File: config.mk
export PLATFORM = sky130hd
export DESIGN_NAME = half_float_pixel_to_unorm8
export DESIGN_NICKNAME = d
export VERILOG_FILES = /design/src/rtl/hfpu8_pkg.sv /design/src/rtl/half_float_pixel_to_unorm8.sv /design/src/rtl/hfpu8_chan.sv
export SDC_FILE = /design/constraint.sdc
export NUM_CORES = 1
export LEC_CHECK = 0
export ABC_AREA = 1
export BUFFER_PORTS_ARGS = -buffer_cell sky130_fd_sc_hd__buf_4
export CAP_MARGIN = 15
export CORE_AREA = 2 2 236 238
export DETAILED_ROUTE_END_ITERATION = 6
export DIE_AREA = 0 0 238 240
export PLACE_DENSITY = 0.54
export SETUP_SLACK_MARGIN = 0.05
export SLEW_MARGIN = 20
export SYNTH_ARGS = -nofsm -noshare
export SYNTH_HDL_FRONTEND = slang
export SYNTH_SLANG_ARGS = --single-unit
File: constraint.sdc
create_clock -name clk -period 4.7 [get_ports clk]
set_clock_uncertainty 0.05 [all_clocks]
set_input_delay 0.94 -clock clk [delete_from_list [all_inputs] [get_ports clk]]
set_output_delay 0.94 -clock clk [all_outputs]
set_load 0.05 [all_outputs]
File: src/rtl/hfpu8_pkg.sv
// ----------------------------------------------------------------------------
// hfpu8_pkg
// Shared widths and binary16 field constants for the half-float to
// unorm8 pixel converter.
// ----------------------------------------------------------------------------
`timescale 1ns / 1ps

package hfpu8_pkg;

  // binary16 layout
  localparam int HalfW  = 16;
  localparam int ExpW   = 5;
  localparam int ManW   = 10;
  localparam int ByteW  = 8;

  localparam logic [ExpW-1:0] ExpAllOnes = 5'h1F;
  localparam logic [ExpW-1:0] ExpZero    = 5'h00;
  // Exponent at which the magnitude reaches 1.0 or more
  localparam logic [ExpW-1:0] ExpOne     = 5'd15;

  // Magnitude in units of 2^-24; values below 1.0 fit in 24 bits
  localparam int MagW = 24;

  localparam logic [ByteW-1:0] ByteMax = 8'd255;
  localparam logic [ByteW-1:0] ByteMin = 8'd0;

  // Configuration register map (register index, taken from paddr[2])
  localparam int CfgAddrW = 3;
  localparam logic RegRemapSigned = 1'b0;

  // Pixel payload held in the input stage
  typedef struct packed {
    logic [HalfW-1:0] red;
    logic [HalfW-1:0] green;
    logic [HalfW-1:0] blue;
    logic [HalfW-1:0] alpha;
    logic             last;
  } pixel_t;

endpackage

File: src/rtl/half_float_pixel_to_unorm8.sv
// ----------------------------------------------------------------------------
// half_float_pixel_to_unorm8
// RGBA binary16 pixel to four unorm8 bytes, with optional signed remap.
// ----------------------------------------------------------------------------
// Accepts one pixel request per clock while the result is not stalled:
// the request lands in an input register, four single-pass channel
// converters work on it, and the bytes are caught in a result register.
// Both registers advance together, so a stalled result holds the input
// register and backpressure reaches in_ready in the same cycle. Writes to
// remap_signed (register 0, byte address 0) must be made while no pixel
// is in flight. In remap mode a pixel whose raw R, G and B words are all
// zero is treated as background and converts plainly, alpha included.
`timescale 1ns / 1ps

module half_float_pixel_to_unorm8
  import hfpu8_pkg::*;
(
  input  logic                clk,
  input  logic                rst_n,
  // pixel requests
  input  logic                in_valid,
  output logic                in_ready,
  input  logic [HalfW-1:0]    in_red_half,
  input  logic [HalfW-1:0]    in_green_half,
  input  logic [HalfW-1:0]    in_blue_half,
  input  logic [HalfW-1:0]    in_alpha_half,
  input  logic                in_last_pixel,
  // converted bytes
  output logic                out_valid,
  input  logic                out_ready,
  output logic [ByteW-1:0]    out_red_byte,
  output logic [ByteW-1:0]    out_green_byte,
  output logic [ByteW-1:0]    out_blue_byte,
  output logic [ByteW-1:0]    out_alpha_byte,
  output logic                out_last_pixel_out,
  // configuration
  input  logic                cfg_psel,
  input  logic                cfg_penable,
  input  logic                cfg_pwrite,
  input  logic [CfgAddrW-1:0] cfg_paddr,
  input  logic [31:0]         cfg_pwdata,
  output logic [31:0]         cfg_prdata,
  output logic                cfg_pready
);

  logic             remap_r;
  logic             s1_valid_r;
  pixel_t           s1_pix_r;
  logic             out_valid_r;
  logic [ByteW-1:0] red_r, green_r, blue_r, alpha_r;
  logic             last_r;

  logic             out_load;
  logic             s1_load;
  logic             background;
  logic             shift;
  logic [ByteW-1:0] red_nxt, green_nxt, blue_nxt, alpha_conv;

  // Configuration register
  assign cfg_pready = 1'b1;
  assign cfg_prdata = {31'b0, remap_r};

  always_ff @(posedge clk) begin
    if (!rst_n) begin
      remap_r <= 1'b0;
    end else if (cfg_psel && cfg_penable && cfg_pwrite
                 && cfg_paddr[2] == RegRemapSigned) begin
      remap_r <= cfg_pwdata[0];
    end
  end

  // Advance both stages together whenever the result register is free
  assign out_load = s1_valid_r && (!out_valid_r || out_ready);
  assign in_ready = !s1_valid_r || out_load;
  assign s1_load  = in_valid && in_ready;

  // Input register
  always_ff @(posedge clk) begin
    if (!rst_n) begin
      s1_valid_r <= 1'b0;
    end else if (in_ready) begin
      s1_valid_r <= in_valid;
    end
  end

  always_ff @(posedge clk) begin
    if (s1_load) begin
      s1_pix_r <= '{red: in_red_half, green: in_green_half, blue: in_blue_half,
                    alpha: in_alpha_half, last: in_last_pixel};
    end
  end

  // Detect background and pick the conversion mode
  assign background = (s1_pix_r.red == '0) && (s1_pix_r.green == '0)
                      && (s1_pix_r.blue == '0);
  assign shift      = remap_r && !background;

  hfpu8_chan u_red   (.half_i(s1_pix_r.red),   .remap_i(shift), .byte_o(red_nxt));
  hfpu8_chan u_green (.half_i(s1_pix_r.green), .remap_i(shift), .byte_o(green_nxt));
  hfpu8_chan u_blue  (.half_i(s1_pix_r.blue),  .remap_i(shift), .byte_o(blue_nxt));
  hfpu8_chan u_alpha (.half_i(s1_pix_r.alpha), .remap_i(1'b0),  .byte_o(alpha_conv));

  // Result register
  always_ff @(posedge clk) begin
    if (!rst_n) begin
      out_valid_r <= 1'b0;
    end else if (!out_valid_r || out_ready) begin
      out_valid_r <= s1_valid_r;
    end
  end

  always_ff @(posedge clk) begin
    if (out_load) begin
      red_r   <= red_nxt;
      green_r <= green_nxt;
      blue_r  <= blue_nxt;
      alpha_r <= shift ? ByteMax : alpha_conv;
      last_r  <= s1_pix_r.last;
    end
  end

  assign out_valid          = out_valid_r;
  assign out_red_byte       = red_r;
  assign out_green_byte     = green_r;
  assign out_blue_byte      = blue_r;
  assign out_alpha_byte     = alpha_r;
  assign out_last_pixel_out = last_r;

  // Checks
  a_s1_hold: assert property (@(posedge clk) disable iff (!rst_n)
    s1_valid_r && !out_load |=> s1_valid_r && $stable(s1_pix_r))
    else $error("input stage lost a waiting pixel");

  a_alpha_forced: assert property (@(posedge clk) disable iff (!rst_n)
    out_load && remap_r && !background |=> out_alpha_byte == ByteMax)
    else $error("remapped pixel without opaque alpha");

  a_nan_red: assert property (@(posedge clk) disable iff (!rst_n)
    out_load && s1_pix_r.red[14:10] == ExpAllOnes && s1_pix_r.red[9:0] != '0
    |=> out_red_byte == ByteMin)
    else $error("NaN red channel did not convert to zero");

  a_result_from_s1: assert property (@(posedge clk) disable iff (!rst_n)
    out_valid_r && !$past(out_valid_r) |-> $past(s1_valid_r))
    else $error("result appeared without an input pixel");

endmodule

File: src/rtl/hfpu8_chan.sv
// ----------------------------------------------------------------------------
// hfpu8_chan
// Converts one binary16 channel to an unsigned normalized byte, either
// plainly (clamp to [0,1]) or after the signed remap (v+1)/2.
// ----------------------------------------------------------------------------
`timescale 1ns / 1ps

module hfpu8_chan
  import hfpu8_pkg::*;
(
  input  logic [HalfW-1:0] half_i,
  input  logic             remap_i,
  output logic [ByteW-1:0] byte_o
);

  logic            neg;
  logic [ExpW-1:0] ex;
  logic [ManW-1:0] man;
  logic [3:0]      shamt;
  logic [MagW-1:0] mag;
  logic [MagW:0]   t_val;
  logic [31:0]     plain_sum;
  logic [32:0]     remap_sum;

  assign neg = half_i[HalfW-1];
  assign ex  = half_i[HalfW-2 -: ExpW];
  assign man = half_i[ManW-1:0];

  // Build the magnitude below 1.0; only used when ex is under ExpOne
  assign shamt = 4'(ex - 5'd1);
  always_comb begin
    if (ex == ExpZero) begin
      mag = MagW'(man);
    end else begin
      mag = MagW'({1'b1, man}) << shamt;
    end
  end

  // Plain: (255*mag + 2^23) >> 24, with 255*x as (x << 8) - x
  assign plain_sum = ({8'b0, mag} << 8) - {8'b0, mag} + 32'h0080_0000;

  // Remap: t = 1.0 +/- mag, then (255*t + 2^24) >> 25
  assign t_val = neg ? (25'h100_0000 - {1'b0, mag}) : (25'h100_0000 + {1'b0, mag});
  assign remap_sum = ({8'b0, t_val} << 8) - {8'b0, t_val} + 33'h0_0100_0000;

  // Select special cases, saturation and the rounded result
  always_comb begin
    if (ex == ExpAllOnes) begin
      byte_o = (man != '0 || neg) ? ByteMin : ByteMax;
    end else if (ex >= ExpOne) begin
      byte_o = neg ? ByteMin : ByteMax;
    end else if (remap_i) begin
      byte_o = remap_sum[32:25];
    end else if (neg) begin
      byte_o = ByteMin;
    end else begin
      byte_o = plain_sum[31:24];
    end
  end

endmodule

==> results_dict.tcl, run 1 <==
set metrics [dict create \
    fin_crit_ns 4.99 \
    cts_root_buf "clkbuf_16" \
    final-seq-area_um2 3000 \
    setup_viol 16 \
    yosysWarningCount 0 \
    worst_skew_pair.late_latency_ns 0.42 \
    drtPass1Iterations 6 \
    hp-class "flop to flop" \
    syn_area_um2 19000 \
    cts-htree-levels 3 \
    synth.distinct_cells 71 \
    final_cell_mix "buf_4 (724), nand2_1 (700), inv_1 (286)" \
    power_density_nw_per_um2 339 \
    grtUsageMet1_pct 28.8 \
    synth-main-ff-cell "edfxtp_1" \
    r2r-end "out_green_byte[2]" \
    max_freq_mhz 200 \
    crit_path_top_delay_cell "edfxtp_1" \
    grt_max_degree 53 \
    globalplace.congestion 0.977 \
    grt.busiest_layer "met2" \
    slowest_delay_ns 0.42 \
    postSynthCellCount 2994 \
    muxShareOfSynthArea_pct 0.0528 \
    worstSetupPathType "flop to flop" \
    die_h_um 240 \
    worstPathMaxFanout 4 \
    synth-xor-area-share_pct 2.47 \
    end_kind "flop" \
    seq_area_frac_synth_pct 15.8 \
    grt.overflow.total 0 \
    hold_depth 0 \
    p_leak_nw 14.4 \
    synth-simple-area-share_pct 39.3 \
    cp_top_family "compound AO/OA/AOI/OAI gates" \
    rr_worst_depth 31 \
    drive_gt1_share_pct 41.4 \
    reg2reg_from "s1_pix_r[44]" \
    synth_enable_flop_cells 98 \
    worst_slew_pin_slew_ns 1.18 \
    postCtsHoldBufs 0 \
    final_hold_viol_count 0 \
    crit_buf_inv 7 \
    maxSlewViolCount 0 \
    clockBufferDepth 2 \
    cts.clk_slew.worst_paths_ns 0.10 \
    hp-start "s1_pix_r[0]" \
    num_io_pins 175 \
    synth.ff_latch_count 101 \
    die-area_um2 57100 \
    violations "setup timing" \
    routed_via_density 5.09 \
    worstPathRequired_ns 4.82 \
    synthArstFlopShare_pct 0 \
    grt_pass1_vias 22400 \
    dr_total_vias 22700 \
    fin_hold_ws_ns 0.382 \
    synth_top_family_by_area "simple AND/OR/NAND/NOR gates" \
    fp.coreArea_um2 54700 \
    drt_iter0_markers 1103 \
    post-place-cells 4300 \
    final_antenna_net_count 0 \
    routed_wl_mm 69.7 \
    row_count 86 \
    max_slew_margin_pct 21.0 \
    track_usage_pct 23.5 \
    multi_input_area_um2 17400 \
    reg2reg_slack_ns -0.29 \
    avgSynthCellArea_um2 6.34 \
    cp_data_arrival_time_ns 5.12 \
    area_growth_pct 54.2 \
    crit_top_cell "buf_4" \
    final_common_cell "buf_4" \
    max_cap_violations 0 \
    outcome "finished, violations left" \
    numCtsBuffers 9 \
    min_to "out_last_pixel_out" \
    cts_tree "yes" \
    nFillCells 5232 \
    cts.sinks 101 \
    stdcell_count 4456 \
    initial_core_util_pct 34.7 \
    synthAdderAreaFrac_pct 17.9 \
    start_kind "flop" \
    ir_worst_vdd_uv 232 \
    numPortBuffers 109 \
    post-route-period-util_pct 106 \
    antenna_found_initial 2 \
    routedWlPerCell_um 15.6 \
    drc_errors 0 \
    grt_util_met3_pct 2.41 \
    die_w_um 238 \
    dp_hpwl_mm 55.1 \
    rsz0062_at_grt "yes" \
    synth_compound_area_share_pct 14.2 \
    use_met2_pct 43.1 \
    fin_ws_ns -0.293 \
    grt_pass1_wl_mm 109 \
    layout.nets 4124 \
]
cells in the mapped netlist (25+ instances only):
master	n	area share [%]
nand4_1	45	1.5
nor2_1	295	5.8
inv_2	28	0.55
o21ai_0	139	3.7
o21ai_1	25	0.66
nand2_1	840	17
nor2_2	26	0.86
nand3_1	254	6.7
inv_1	326	6.4
nor3_1	37	0.98
xor2_1	42	1.9
edfxtp_1	98	16
nand2_2	78	2.6
ha_1	272	18
a21oi_1	175	4.6
buf_4	40	1.6
kinds of logic (layout without fill, tap and decap cells):
kind of cell	after synthesis	in the layout
buffers and inverters	441	1167
AND/OR/NAND/NOR	1664	1664
XOR/XNOR	51	51
AO/OA/AOI/OAI	462	462
flip-flops	101	101
other	2	34
adder cells (fa/ha/maj)	272	272
multiplexers	1	1
power breakdown:
part           internal [mW]  switching (mW)
Sequential              1.07          0.0528
Clock                  0.385           0.459
Combinational           3.59            4.37
Total                   5.04            4.88
per-layer routing:
metal / vias to the layer above / share of wire (%)
li1: 11500 / -
met1: 10600 / 43
met2: 522 / 50
met3: 137 / 3.8
met4: 0 / 2.9
met5: - / 0
layout make-up:
cell class	count	area share (%)
multi-input cells	2482	59.5
flip-flops and latches	101	10.3
inverters	360	4.79
clock inverters	7	0.308
clock buffers	9	0.770
diodes	2	0.0171
well taps	704	3.01
repair inverters	3	0.0641
repair buffers	788	21.2
worst register-to-register path: cells and delay by family (launching register included):
family | cells | cell delay [ns]
and+or+nand+nor | 9 | 0.92
adders and majority gates | 4 | 0.66
DFF | 1 | 0.42
buffers and inverters | 7 | 0.89
xor gates and xnor gates | 2 | 0.47
AOI/OAI and AO/OA | 9 | 1.34
per-stage QoR:
stage | TNS [ns] | worst slack, ns | total power, mW | util, % | cell area, um2
6_report | -1.59 | -0.293 | 9.92 | 53.5 | 29300
5_1_grt | -8.14 | -0.629 | 10.8 | 53.5 | 29300
4_1_cts | -0.965 | -0.220 | 9.00 | 49.7 | 27200
3_5_place_dp | -7.54 | -0.509 | 7.34 | 45.1 | 24700
3_3_place_gp | -6.02 | -0.443 | 7.26 | 45.1 | 24700
2_1_floorplan | 0 | 0.0508 | 4.92 | - | 19400
flip-flops by register name, summed over array words and instances, names as in the netlist:
name,count
out_red_byte,8
s1_pix_r,65
out_valid,1
out_alpha_byte,8
out_blue_byte,8
out_green_byte,8
s1_valid_r,1
out_last_pixel_out,1
remap_r,1
how the worst max path moves through the flow:
stage / endpoint / slack (ns) / depth (start not counted) / startpoint
after global routing: out_green_byte[2] / -0.63 / 35 / s1_pix_r[44]
after CTS: out_green_byte[2] / -0.22 / 31 / s1_pix_r[44]
after floorplan: out_green_byte[4] / 0.05 / 37 / s1_pix_r[43]
after global placement: out_green_byte[2] / -0.44 / 34 / s1_pix_r[44]
final: out_green_byte[2] / -0.29 / 31 / s1_pix_r[44]
after detailed placement: out_green_byte[2] / -0.51 / 34 / s1_pix_r[44]
timing repair:
item / in CTS / in global routing
endpoints found under the setup margin: 24 / 32
gates resized for setup: 362 / 408
gates cloned: 4 / 4
pin swaps: 159 / 229
buffers inserted: 76 / 59
(Power assumes the default switching activity.)
==> run 2, diff against run 1 <==
--- a/config.mk
+++ b/config.mk
@@ -9,6 +9,7 @@
 export BUFFER_PORTS_ARGS = -buffer_cell sky130_fd_sc_hd__buf_4
 export CAP_MARGIN = 15
 export CORE_AREA = 2 2 236 238
+export CTS_BUF_LIST = sky130_fd_sc_hd__clkbuf_16
 export DETAILED_ROUTE_END_ITERATION = 6
 export DIE_AREA = 0 0 238 240
 export PLACE_DENSITY = 0.54
==> constraint.sdc (replaced) <==
create_clock -name clk -period 4.35 [get_ports clk]
set_clock_uncertainty 0.05 [all_clocks]
set_input_delay 0.87 -clock clk [delete_from_list [all_inputs] [get_ports clk]]
set_output_delay 0.87 -clock clk [all_outputs]
set_load 0.05 [all_outputs]
==> run 2 against run 1 <==
Against the previous run:
- the flow finishes with violations (DRC, setup timing)
- die area stayed put
- count of clock-buffer cells in the layout stayed put
- core utilization is 3.4 points higher
- via count is 1.8% higher
- final area is 6.4% higher
- sequential share of layout area is 0.61 points lower
- global-route usage is 0.71 points higher
- flip-flop and latch count stayed put
- clock power is 20% higher
- worst hold slack worse by 0.0086 ns
- combinational power is 17% higher
==> results_dict.tcl, run 2 (synthesis results as in run 1) <==
set metrics [dict create \
    dp_hpwl_mm 56.4 \
    rr_worst_depth 33 \
    rsz0062_at_grt "yes" \
    antenna_found_initial 0 \
    routed_via_density 5.02 \
    drt_iter0_markers 1300 \
    die-area_um2 57100 \
    slowest_delay_ns 0.43 \
    p_total_mw 11.5 \
    regMostFlops "s1_pix_r" \
    reg2reg_from "s1_pix_r[43]" \
    routedWlPerCell_um 15.7 \
    drtPass1Iterations 7 \
    grt.overflow.total 0 \
    worstSetupPathType "flop to flop" \
    num_io_pins 175 \
    worst_slew_pin_slew_ns 1.09 \
    p_leak_nw 15.3 \
    post-place-cells 4442 \
    numCtsBuffers 9 \
    hp-class "flop to flop" \
    routed_wl_mm 72.2 \
    track_usage_pct 24.2 \
    final_hold_viol_count 0 \
    hold_depth 0 \
    die_h_um 240 \
    clockBufferDepth 2 \
    max_freq_mhz 206 \
    grt_max_degree 36 \
    r2r-end "out_green_byte[6]" \
    layout.nets 4269 \
    cts.sinks 101 \
    end_kind "flop" \
    worst_skew_pair.late_latency_ns 0.42 \
    crit_top_cell "nand2_1" \
    stdcell_count 4600 \
    fin_util_pct 56.9 \
    max_slew_margin_pct 26.9 \
    maxSlewViolCount 0 \
    setup_viol 24 \
    fin_ws_ns -0.505 \
    cts_root_buf "clkbuf_16" \
    cts.clk_slew.worst_paths_ns 0.08 \
    reg2reg_slack_ns -0.50 \
    initial_core_util_pct 34.7 \
    worstPathRequired_ns 4.45 \
    dpl_cell_area_um2 25900 \
    die_w_um 238 \
    grt_pass1_wl_mm 112 \
    worstPathMaxFanout 5 \
    start_kind "flop" \
    crit_path_top_delay_cell "edfxtp_1" \
    final_common_cell "buf_4" \
    area_growth_pct 64.1 \
    cp-startpoint "s1_pix_r[43]" \
    final_cell_mix "buf_4 (862), nand2_1 (687), inv_1 (278)" \
    crit_buf_inv 3 \
    outcome "finished, violations left" \
    stdcell_area_um2 31100 \
    fin_crit_ns 4.85 \
    final_antenna_net_count 0 \
    violations "DRC, setup timing" \
    drive_gt1_share_pct 46.4 \
    cp_top_family "simple AND/OR/NAND/NOR gates" \
    cts_tree "yes" \
    cts-htree-levels 3 \
    numPortBuffers 109 \
    power_density_nw_per_um2 370 \
    ir_worst_vdd_uv 276 \
    drc_errors 1 \
    largest_reg_flops 65 \
    fp.coreArea_um2 54700 \
    dr_total_vias 23100 \
    row_count 86 \
    grt_pass1_vias 22700 \
    max_cap_violations 0 \
    fin_tns_setup_ns -8.46 \
    cp_data_arrival_time_ns 4.95 \
    globalplace.congestion 0.961 \
    hp-start "s1_pix_r[0]" \
    post-route-period-util_pct 112 \
    min_to "out_last_pixel_out" \
]
-- run 2: cell count changes in the layout (fill, tap and decap cells not counted), moves of 7 or more --
cell | previous run | this run
buf_4 | 724 | 862
ha_4 | 67 | 81
nand3_4 | 23 | 30
o21ai_0 | 92 | 71
nand2_1 | 700 | 687
nor2_1 | 203 | 196
o21ai_2 | 24 | 39
buf_6 | 54 | 62
ha_1 | 199 | 184
inv_1 | 286 | 278
nand3_2 | 59 | 91
nor2_4 | 61 | 71
nand3_1 | 192 | 153
nand2_4 | 54 | 63
-- run 2: per-layer routing --
| metal | track usage, % | share of wire [%] |
|---|---|---|
| met3 | 2.17 | 2.9 |
| met1 | 30.1 | 44 |
| met5 | 0 | 0 |
| met2 | 45.3 | 51 |
| met4 | 5.23 | 2.0 |
-- run 2: power breakdown --
part	internal [mW]	switching [mW]	total, mW
clock	0.526	0.484	1.01
sequential	1.15	0.0494	1.20
combinational	4.33	4.97	9.30
-- run 2: stage by stage --
stage	hold slack [ns]	worst slack, ns
final	0.374	-0.505
after CTS	0.375	-0.421
after detailed placement	0.355	-0.802
after global routing	0.377	-0.812
after global placement	0.352	-0.685
after floorplan	0.350	-0.286
-- run 2: worst max-delay path by stage --
stage / to / slack [ns] / cells after the start
final: out_green_byte[6] / -0.50 / 33
after global routing: out_red_byte[4] / -0.81 / 34
after CTS: out_green_byte[6] / -0.42 / 36
after detailed placement: out_green_byte[2] / -0.80 / 30
after global placement: out_green_byte[4] / -0.68 / 32
after floorplan: out_red_byte[4] / -0.29 / 35
-- run 2: timing repair --
item	CTS	global route
resized for setup	448	457
cloned	4	2
endpoints found under the setup margin	30	32
pin swaps	190	238
hold buffers	0	0
buffers inserted	81	57
-- run 2: final cells by class --
cell class / count / area, um2
Timing Repair inverter: 2 / 15.0
Fill cell: 4981 / 23500
Antenna cell: 1 / 2.50
Multi-Input combinational cell: 2482 / 18100
Clock buffer: 9 / 225
Clock inverter: 7 / 129
Timing Repair Buffer: 934 / 7330
Inverter: 360 / 1420
Tap cell: 704 / 881
Sequential cell: 101 / 3000
